## src/sv/ale_pkg.sv

```systemverilog
// Package: widths, operation and status codes, and sequencer states of the list engine.
`timescale 1ns / 1ps

package ale_pkg;

    localparam int DEPTH     = 64;
    localparam int KEY_WIDTH = 32;

    localparam int IDX_W = $clog2(DEPTH);
    localparam int CNT_W = $clog2(DEPTH + 1);

    // Field widths fixed by the stream format
    localparam int FUNC_W   = 3;
    localparam int KEYF_W   = 32;
    localparam int POS_W    = 6;
    localparam int STAT_W   = 2;
    localparam int FOUND_W  = 6;
    localparam int ICOUNT_W = 7;

    localparam int CMP_W = (CNT_W > POS_W) ? CNT_W : POS_W;

    localparam int IN_BITS  = FUNC_W + KEYF_W + POS_W;
    localparam int OUT_BITS = STAT_W + FOUND_W + ICOUNT_W;
    localparam int IN_W     = ((IN_BITS + 7) / 8) * 8;
    localparam int OUT_W    = ((OUT_BITS + 7) / 8) * 8;

    localparam logic [FUNC_W-1:0] FN_INS_POS   = 3'd0;
    localparam logic [FUNC_W-1:0] FN_INS_FRONT = 3'd1;
    localparam logic [FUNC_W-1:0] FN_INS_END   = 3'd2;
    localparam logic [FUNC_W-1:0] FN_REMOVE    = 3'd3;
    localparam logic [FUNC_W-1:0] FN_SEARCH    = 3'd4;
    localparam logic [FUNC_W-1:0] FN_CLEAR     = 3'd5;

    localparam logic [STAT_W-1:0] STAT_OK       = 2'd0;
    localparam logic [STAT_W-1:0] STAT_FULL     = 2'd1;
    localparam logic [STAT_W-1:0] STAT_BADPOS   = 2'd2;
    localparam logic [STAT_W-1:0] STAT_NOTFOUND = 2'd3;

    typedef enum logic [2:0] {
        S_IDLE,
        S_INS_SHIFT,
        S_INS_TAIL,
        S_INS_KEY,
        S_FIND,
        S_RM_SHIFT,
        S_RESP
    } t_state;

endpackage

```

## src/sv/ale_ram.sv

```systemverilog
// Generic single-port-write, single-port-read RAM with registered read data.
`timescale 1ns / 1ps

module ale_ram #(
    parameter int WIDTH = 32,
    parameter int DEPTH = 64
) (
    input  logic                     i_clk,
    input  logic                     i_we,
    input  logic [$clog2(DEPTH)-1:0] i_waddr,
    input  logic [WIDTH-1:0]         i_wdata,
    input  logic [$clog2(DEPTH)-1:0] i_raddr,
    output logic [WIDTH-1:0]         o_rdata
);

    logic [WIDTH-1:0] r_mem [DEPTH];

    always_ff @(posedge i_clk) begin
        if (i_we) begin
            r_mem[i_waddr] <= i_wdata;
        end
        o_rdata <= r_mem[i_raddr];
    end

endmodule

```

## src/sv/array_list_engine_top.sv

```systemverilog
// Top level of the list engine: request sequencer around the entry memory.
`timescale 1ns / 1ps

// Bounded ordered list of keys held in one RAM, plus an entry count.
// Slave stream carries one request per transfer: func, key and position.
// Master stream returns one result per request: status, found index and
// the count after the operation.
// One request is worked on at a time; the next is taken once the result
// is loaded into the output register, even if that result is not yet taken.
// Steps per request, from acceptance to result loaded:
//   insert at position p: entries from p upward move one place up, top
//   first, then the key is written at p; only the key when p equals the count
//   search: compares from index 0 upward until a match or the count
//   remove: searches likewise, then on a hit moves later entries down a place
//   clear, full, bad position and unused codes go straight to the result
// Moves and compares are paced by the single read and single write port of
// the entry RAM: one entry moves or compares per cycle.
// Reset clears the count, the sequencer state and the valid flags; the RAM is
// not cleared, since only entries below the count are ever used.
// A stalled master side holds the result; the sequencer then waits with
// the next result until the output register is free.
module array_list_engine_top (
    input  logic                      i_clk,
    input  logic                      i_rst_n,
    input  logic                      i_s_axis_tvalid,
    output logic                      o_s_axis_tready,
    // func [2:0], key [34:3], position [40:35], zero fill above
    input  logic [ale_pkg::IN_W-1:0]  i_s_axis_tdata,
    output logic                      o_m_axis_tvalid,
    input  logic                      i_m_axis_tready,
    // status [1:0], found_index [7:2], item_count [14:8], zero fill above
    output logic [ale_pkg::OUT_W-1:0] o_m_axis_tdata
);

    localparam int IDX_W = ale_pkg::IDX_W;
    localparam int CNT_W = ale_pkg::CNT_W;
    localparam int KW    = ale_pkg::KEY_WIDTH;
    localparam int FW    = ale_pkg::FUNC_W;
    localparam int PW    = ale_pkg::POS_W;
    localparam int CW    = ale_pkg::CMP_W;

    ale_pkg::t_state r_state, n_state;

    logic [CNT_W-1:0]          r_count, n_count;
    logic [CNT_W-1:0]          r_ptr, n_ptr;
    logic                      r_pend, n_pend;
    logic [IDX_W-1:0]          r_wa, n_wa;
    logic [IDX_W-1:0]          r_pos, n_pos;
    logic [FW-1:0]             r_func, n_func;
    logic [KW-1:0]             r_key, n_key;
    logic [ale_pkg::STAT_W-1:0] r_status, n_status;
    logic [IDX_W-1:0]          r_found, n_found;
    logic                      r_out_valid, n_out_valid;
    logic [ale_pkg::OUT_W-1:0] r_out_data, n_out_data;

    logic                      ram_we;
    logic [IDX_W-1:0]          ram_waddr;
    logic [KW-1:0]             ram_wdata;
    logic [IDX_W-1:0]          ram_raddr;
    logic [KW-1:0]             ram_rdata;

    logic [FW-1:0]             in_func;
    logic [KW-1:0]             in_key;
    logic [PW-1:0]             in_pos;
    logic [CW-1:0]             eff_pos;
    logic [CW-1:0]             count_w;
    logic                      accept;
    logic                      is_ins;
    logic                      is_full;
    logic                      is_bad;
    logic                      is_find;
    logic                      match;
    logic                      ptr_end;
    logic                      out_free;
    logic                      ins_last;

    assign in_func = i_s_axis_tdata[FW-1:0];
    assign in_key  = i_s_axis_tdata[FW+KW-1:FW];
    assign in_pos  = i_s_axis_tdata[FW+ale_pkg::KEYF_W+PW-1:FW+ale_pkg::KEYF_W];

    assign o_s_axis_tready = (r_state == ale_pkg::S_IDLE);
    assign accept          = i_s_axis_tvalid && o_s_axis_tready;

    assign count_w = CW'(r_count);

    always_comb begin
        unique case (in_func)
            ale_pkg::FN_INS_FRONT: eff_pos = '0;
            ale_pkg::FN_INS_END:   eff_pos = count_w;
            default:               eff_pos = CW'(in_pos);
        endcase
    end

    assign is_ins  = (in_func == ale_pkg::FN_INS_POS) || (in_func == ale_pkg::FN_INS_FRONT)
                     || (in_func == ale_pkg::FN_INS_END);
    assign is_find = (in_func == ale_pkg::FN_REMOVE) || (in_func == ale_pkg::FN_SEARCH);
    assign is_full = (r_count >= CNT_W'(ale_pkg::DEPTH));
    assign is_bad  = (eff_pos > count_w);

    assign match    = r_pend && (ram_rdata == r_key);
    assign ptr_end  = (r_ptr == r_count);
    assign out_free = !r_out_valid || i_m_axis_tready;
    assign ins_last = (r_ptr[IDX_W-1:0] == r_pos);

    // Next state
    always_comb begin
        n_state = r_state;
        unique case (r_state)
            ale_pkg::S_IDLE: begin
                if (accept) begin
                    if (is_ins) begin
                        if (is_full || is_bad) begin
                            n_state = ale_pkg::S_RESP;
                        end else if (eff_pos == count_w) begin
                            n_state = ale_pkg::S_INS_KEY;
                        end else begin
                            n_state = ale_pkg::S_INS_SHIFT;
                        end
                    end else if (is_find) begin
                        n_state = ale_pkg::S_FIND;
                    end else begin
                        n_state = ale_pkg::S_RESP;
                    end
                end
            end
            ale_pkg::S_INS_SHIFT: begin
                if (ins_last) begin
                    n_state = ale_pkg::S_INS_TAIL;
                end
            end
            ale_pkg::S_INS_TAIL: n_state = ale_pkg::S_INS_KEY;
            ale_pkg::S_INS_KEY:  n_state = ale_pkg::S_RESP;
            ale_pkg::S_FIND: begin
                if (match) begin
                    n_state = (r_func == ale_pkg::FN_REMOVE) ? ale_pkg::S_RM_SHIFT
                                                             : ale_pkg::S_RESP;
                end else if (ptr_end) begin
                    n_state = ale_pkg::S_RESP;
                end
            end
            ale_pkg::S_RM_SHIFT: begin
                if (ptr_end && !r_pend) begin
                    n_state = ale_pkg::S_RESP;
                end
            end
            ale_pkg::S_RESP: begin
                if (out_free) begin
                    n_state = ale_pkg::S_IDLE;
                end
            end
            default: n_state = ale_pkg::S_IDLE;
        endcase
    end

    // Datapath, memory control and result
    always_comb begin
        n_count     = r_count;
        n_ptr       = r_ptr;
        n_pend      = 1'b0;
        n_wa        = r_wa;
        n_pos       = r_pos;
        n_func      = r_func;
        n_key       = r_key;
        n_status    = r_status;
        n_found     = r_found;
        n_out_valid = r_out_valid && !i_m_axis_tready;
        n_out_data  = r_out_data;
        ram_we      = 1'b0;
        ram_waddr   = r_wa;
        ram_wdata   = ram_rdata;
        ram_raddr   = r_ptr[IDX_W-1:0];

        unique case (r_state)
            ale_pkg::S_IDLE: begin
                if (accept) begin
                    n_func   = in_func;
                    n_key    = in_key;
                    n_pos    = eff_pos[IDX_W-1:0];
                    n_status = ale_pkg::STAT_OK;
                    n_found  = '0;
                    if (is_ins) begin
                        if (is_full) begin
                            n_status = ale_pkg::STAT_FULL;
                        end else if (is_bad) begin
                            n_status = ale_pkg::STAT_BADPOS;
                        end else begin
                            n_ptr = r_count - CNT_W'(1);
                        end
                    end else if (is_find) begin
                        n_ptr = '0;
                    end else if (in_func == ale_pkg::FN_CLEAR) begin
                        n_count = '0;
                    end
                end
            end
            ale_pkg::S_INS_SHIFT: begin
                // read entry ptr, move the previous read one place up
                ram_we = r_pend;
                n_pend = 1'b1;
                n_wa   = r_ptr[IDX_W-1:0] + IDX_W'(1);
                if (!ins_last) begin
                    n_ptr = r_ptr - CNT_W'(1);
                end
            end
            ale_pkg::S_INS_TAIL: begin
                ram_we = 1'b1;
            end
            ale_pkg::S_INS_KEY: begin
                ram_we    = 1'b1;
                ram_waddr = r_pos;
                ram_wdata = r_key;
                n_count   = r_count + CNT_W'(1);
            end
            ale_pkg::S_FIND: begin
                if (match) begin
                    n_found = r_wa;
                    n_ptr   = CNT_W'(r_wa) + CNT_W'(1);
                end else if (ptr_end) begin
                    n_status = ale_pkg::STAT_NOTFOUND;
                end else begin
                    n_pend = 1'b1;
                    n_wa   = r_ptr[IDX_W-1:0];
                    n_ptr  = r_ptr + CNT_W'(1);
                end
            end
            ale_pkg::S_RM_SHIFT: begin
                // read entry ptr, move the previous read one place down
                ram_we = r_pend;
                if (!ptr_end) begin
                    n_pend = 1'b1;
                    n_wa   = r_ptr[IDX_W-1:0] - IDX_W'(1);
                    n_ptr  = r_ptr + CNT_W'(1);
                end else if (!r_pend) begin
                    n_count = r_count - CNT_W'(1);
                end
            end
            ale_pkg::S_RESP: begin
                if (out_free) begin
                    n_out_valid = 1'b1;
                    n_out_data  = ale_pkg::OUT_W'({
                        ale_pkg::ICOUNT_W'(r_count),
                        ale_pkg::FOUND_W'(r_found),
                        r_status
                    });
                end
            end
            default: begin
                n_pend = 1'b0;
            end
        endcase
    end

    always_ff @(posedge i_clk) begin
        if (!i_rst_n) begin
            r_state     <= ale_pkg::S_IDLE;
            r_count     <= '0;
            r_pend      <= 1'b0;
            r_out_valid <= 1'b0;
        end else begin
            r_state     <= n_state;
            r_count     <= n_count;
            r_pend      <= n_pend;
            r_out_valid <= n_out_valid;
        end
    end

    always_ff @(posedge i_clk) begin
        r_ptr      <= n_ptr;
        r_wa       <= n_wa;
        r_pos      <= n_pos;
        r_func     <= n_func;
        r_key      <= n_key;
        r_status   <= n_status;
        r_found    <= n_found;
        r_out_data <= n_out_data;
    end

    ale_ram #(
        .WIDTH (KW),
        .DEPTH (ale_pkg::DEPTH)
    ) u_entries (
        .i_clk   (i_clk),
        .i_we    (ram_we),
        .i_waddr (ram_waddr),
        .i_wdata (ram_wdata),
        .i_raddr (ram_raddr),
        .o_rdata (ram_rdata)
    );

    assign o_m_axis_tvalid = r_out_valid;
    assign o_m_axis_tdata  = r_out_data;

endmodule
```

## config.mk

```make
export PLATFORM = sky130hd
export DESIGN_NAME = array_list_engine_top
export DESIGN_NICKNAME = d
export VERILOG_FILES = /design/src/sv/ale_pkg.sv /design/src/sv/ale_ram.sv /design/src/sv/array_list_engine_top.sv
export SDC_FILE = /design/constraint.sdc
export NUM_CORES = 2
export LEC_CHECK = 0
export BUFFER_PORTS_ARGS = -buffer_cell sky130_fd_sc_hd__buf_2
export CAP_MARGIN = 15
export CORE_UTILIZATION = 23
export CTS_CLUSTER_DIAMETER = 60
export DETAILED_ROUTE_END_ITERATION = 7
export GPL_ROUTABILITY_DRIVEN = 0
export PLACE_DENSITY = 0.38
export SETUP_SLACK_MARGIN = 0.02
export SLEW_MARGIN = 20
export SYNTH_ARGS = -nofsm -noshare
export SYNTH_HDL_FRONTEND = slang
export SYNTH_SLANG_ARGS = --single-unit
```

## constraint.sdc

```tcl
create_clock -name i_clk -period 11.45 [get_ports i_clk]
set_clock_uncertainty 0.1 [all_clocks]
set_input_delay 0.5725 -clock i_clk [delete_from_list [all_inputs] [get_ports i_clk]]
set_output_delay 0.5725 -clock i_clk [all_outputs]
set_load 0.02 [all_outputs]
```

==> results.tsv <==
stage	metric	value	unit
run_status	status	finished clean	
clocking	clock transition at the registers of the reported paths	0.05	ns
worst_setup_path	cell breakdown of the critical path	buf_4 > buf_12 > buf_4 > mux4_2 > mux4_2 > mux4_2	
sta	final hold vios	0	
sta	Hold Slack	0.0708	ns
die	Top-Level Pins	70	
worst_hold_path	Hold Crit Class	input pin to flop	
sta	post-layout min period	4.84	ns
final_layout	layout net count	3915	
die	Die W	605	µm
worst_setup_path	critical path fanouts, max	110	
sta	RSZ-0062 raised after global routing	no	
final_layout	Layout area overhead	17.9	%
worst_setup_path	worst r2r dst	u_entries.o_rdata[22]$_DFF_P_	
yosys	synthesis-stage register bit count	2169	
yosys	Seq/Total Area, Yosys	77.2	%
clocking	Clock Latency Late Sink	0.88	ns
die	core region area	363000	µm²
power	Tot Pwr	0.0255	W
routing	TritonRoute pass-1 iters	5	
yosys	number of synthesized flops with an enable pin	2125	
power	leakage	29.7	nW
worst_setup_path	CP max stage delay	0.91	ns
worst_setup_path	CP arrival	5.48	ns
routing	met2 routed WL	114000	µm
worst_setup_path	buffers plus inverters on the worst setup path	3	
final_layout	multi-input logic area	18900	µm²
yosys	Synth Instances	3581	
worst_setup_path	most frequent cell on the critical path	mux4_2	
yosys	Post-synth ARST share	0	%
routing	Routed Antenna Nets	0	
final_layout	Seq. cell area	64700	µm²
global_route	largest net degree at the start of global routing	131	
die	die height	605	µm
place	port bufs	61	
routing	WL final	233000	µm
global_route	vias in the first global route	40200	
sta	Setup TNS	0	ns
routing	uppermost routed layer	met4	
worst_setup_path	CP required	12.09	ns
global_route	initial antenna violation count	12	
clocking	# clock sinks	2169	
clocking	clock buffer depth	4	
worst_setup_path	R2R Setup Slk	6.61	ns
yosys	Mapped Nets	3650	
clocking	TritonCTS Buffers	242	
power	Power Dens Cells	258	nW/µm²
worst_setup_path	Reg2Reg Launch Point	r_ptr[1]$_DFFE_PP_	
sta	Slew HR	24.9	%
die	row cnt	221	
global_route	grt total ovfl	0	
routing	met3 WL	9520	µm
worst_setup_path	Crit Path Category	flop to flop	
yosys	Post-Syn Area	83800	µm²
worst_setup_path	Setup crit end kind	flop	
final_layout	# fillers	35700	
routing	Initial DRC Count	3195	
routing	DRC	0	
yosys	Yosys cell types	59	
routing	drt wl/cell	26.4	µm
sta	Max Slew Vio Count	0	
worst_hold_path	Worst Hold End	r_pos[1]$_DFFE_PP_	
sta	final setup vio count	0	
yosys	Yosys top cell area share	76.2	%
clocking	CTS root buf	clkbuf_16	
worst_hold_path	Hold Path Depth	2	
clocking	H-tree levels	4	
power	VDD IR max	0.000179	V
sta	measured slew at the worst slew-check pin	1.12	ns
worst_setup_path	CP top delay family	buffers and inverters	
worst_setup_path	worst reg-to-reg path cell count	6	
job	Max Cap Viol	0	
yosys	Syn. warnings	0	
clocking	CTS tree	done	
yosys	Area contributors post-synth	edfxtp_1, mux4_2, dfxtp_1	
die	DIE AREA	367000	µm²
final_layout	final core occ	27.2	%
sta	post-route clock period utilization	42.3	%
yosys	syn avg cell area	23.4	µm²
final_layout	ratio of cells with drive above 1 in the final layout	31.0	%
worst_setup_path	Critical Path Stages	6	
routing	total number of vias	38000	
routing	met1 WL	106000	µm
sta	Max Clock Freq	207	MHz
global_route	global-route wire length before repair	325000	µm
place	detailed placer's ending HPWL	124000	µm
worst_hold_path	HP Start	i_s_axis_tdata[36]	
worst_setup_path	Worst Setup Start Kind	flop	
yosys	post-synth top area cell	edfxtp_1	
global_route	GRT Total Usage	12.6	%
worst_setup_path	Slowest cell on crit path	buf_4	
die	Initial Util	23.1	%
routing	DR vias/cell	4.29	
yosys	most common flop cell mapped by yosys	edfxtp_1	
[stage by stage]
step                setup slack, ns  area (µm²)  instances
detailed placement             6.56       90700       8353
CTS                            6.59       98600       8830
finish                         6.61       98800       8839
global placement               6.55       90700       8353
global route                   6.49       98800       8831
floorplan                      7.44       83800       3581
[state kept, by name, summed over array words and instances (netlist names)]
signal,count
count_w,7
o_m_axis_tdata,15
o_m_axis_tvalid,1
r_found,6
r_func,3
r_key,32
r_pend,1
r_pos,6
r_ptr,7
r_state,3
r_status,2
r_wa,6
u_entries.o_rdata,32
u_entries.r_mem,2048
[power breakdown]
part	switching, W	internal, W
Clock	0.00311	0.00436
Combinational	0.00458	0.00292
Sequential	0.000223	0.0103
Total	0.00791	0.0176
[worst max-delay path by stage]
stage | start | to
floorplan | i_s_axis_tdata[1] | r_ptr[0]$_DFFE_PP_
global route | r_ptr[1]$_DFFE_PP_ | u_entries.o_rdata[22]$_DFF_P_
global placement | r_ptr[1]$_DFFE_PP_ | u_entries.o_rdata[22]$_DFF_P_
CTS | r_ptr[1]$_DFFE_PP_ | u_entries.o_rdata[22]$_DFF_P_
detailed placement | r_ptr[1]$_DFFE_PP_ | u_entries.o_rdata[22]$_DFF_P_
finish | r_ptr[1]$_DFFE_PP_ | u_entries.o_rdata[22]$_DFF_P_
[worst reg2reg max path: stages, from the launching register on]
cell	delay [ns]
edfxtp_1	0.48
buf_4	0.77
buf_12	0.50
buf_4	1.30
mux4_2	0.46
mux4_2	0.60
mux4_2	0.51
[layer usage]
metal  vias up  track usage, %
li1      15800               -
met1     21100            17.3
met2       746            21.1
met3       278            1.70
met4         0            2.77
met5         -               0
[cell usage after synthesis, drive strengths merged (3+ instances only)]
| cell | n |
|---|---|
| o31ai | 3 |
| a22o | 11 |
| buf | 89 |
| clkbuf | 99 |
| nor2b | 11 |
| nand2 | 156 |
| a211o | 5 |
| a31oi | 7 |
| mux2i | 9 |
| a21o | 3 |
| o22ai | 11 |
| xnor2 | 32 |
| a22oi | 6 |
| mux4 | 665 |
| nor4 | 9 |
| nand3 | 15 |
| nand4 | 5 |
| nor3 | 13 |
| a211oi | 11 |
| xor2 | 41 |
| dfxtp | 44 |
| and3 | 10 |
| o21a | 3 |
| inv | 16 |
| a21oi | 18 |
| or3 | 6 |
| nand3b | 9 |
| nor2 | 89 |
| o21ai | 12 |
| edfxtp | 2125 |
| ha | 16 |
[logic make-up (layout without fill, tap and decap cells)]
group	Yosys count	count (layout)	synth area share, %
flip-flops	2169	2169	77.2
multiplexers	676	676	18.0
AND/OR/NAND/NOR	332	332	1.73
buffers and inverters	205	660	1.08
AO/OA/AOI/OAI	108	108	0.910
XOR/XNOR	73	73	0.763
adder cells (fa/ha/maj)	17	17	0.263
other	1	10	0.00448
[cell usage in the layout, fill, tap and decap left out, types with 9 or more instances in the layout]
master / n
edfxtp_1: 2125
mux4_2: 665
clkbuf_16: 247
nand2_1: 123
buf_4: 96
nor2_4: 64
clkbuf_1: 62
buf_2: 61
clkinv_1: 58
dfxtp_1: 44
dlygate4sd3_1: 43
xor2_1: 41
clkinv_2: 39
xnor2_1: 32
nor2_1: 25
nand2_4: 25
bufinv_16: 19
a21oi_1: 18
ha_1: 16
inv_1: 15
nand3_1: 15
nor3_1: 12
o21ai_0: 12
nor2b_1: 11
a22o_1: 11
o22ai_1: 11
a211oi_1: 11
and3_1: 10
diode_2: 9
nor4_1: 9
mux2i_1: 9
nand3b_1: 9
buf_12: 9
[final cells by class]
| cell class | instances | area share [%] |
|---|---|---|
| antenna | 9 | 0.0228 |
| clock buffer | 313 | 6.55 |
| clock inverter | 121 | 1.04 |
| inverter | 17 | 0.0646 |
| multi-input combinational | 1207 | 19.1 |
| sequential | 2169 | 65.5 |
| tap | 4794 | 6.07 |
| timing repair buffer | 209 | 1.66 |
[repair_timing]
| item | 4_1_cts | 5_1_grt |
|---|---|---|
| setup buffers | 0 | 0 |
| endpoints found under the setup margin | 0 | 0 |
| endpoints found under the hold margin | 44 | 0 |
| resized for setup | 0 | 0 |
| hold buffers | 43 | 0 |
Power figures use the tool's default switching activity.
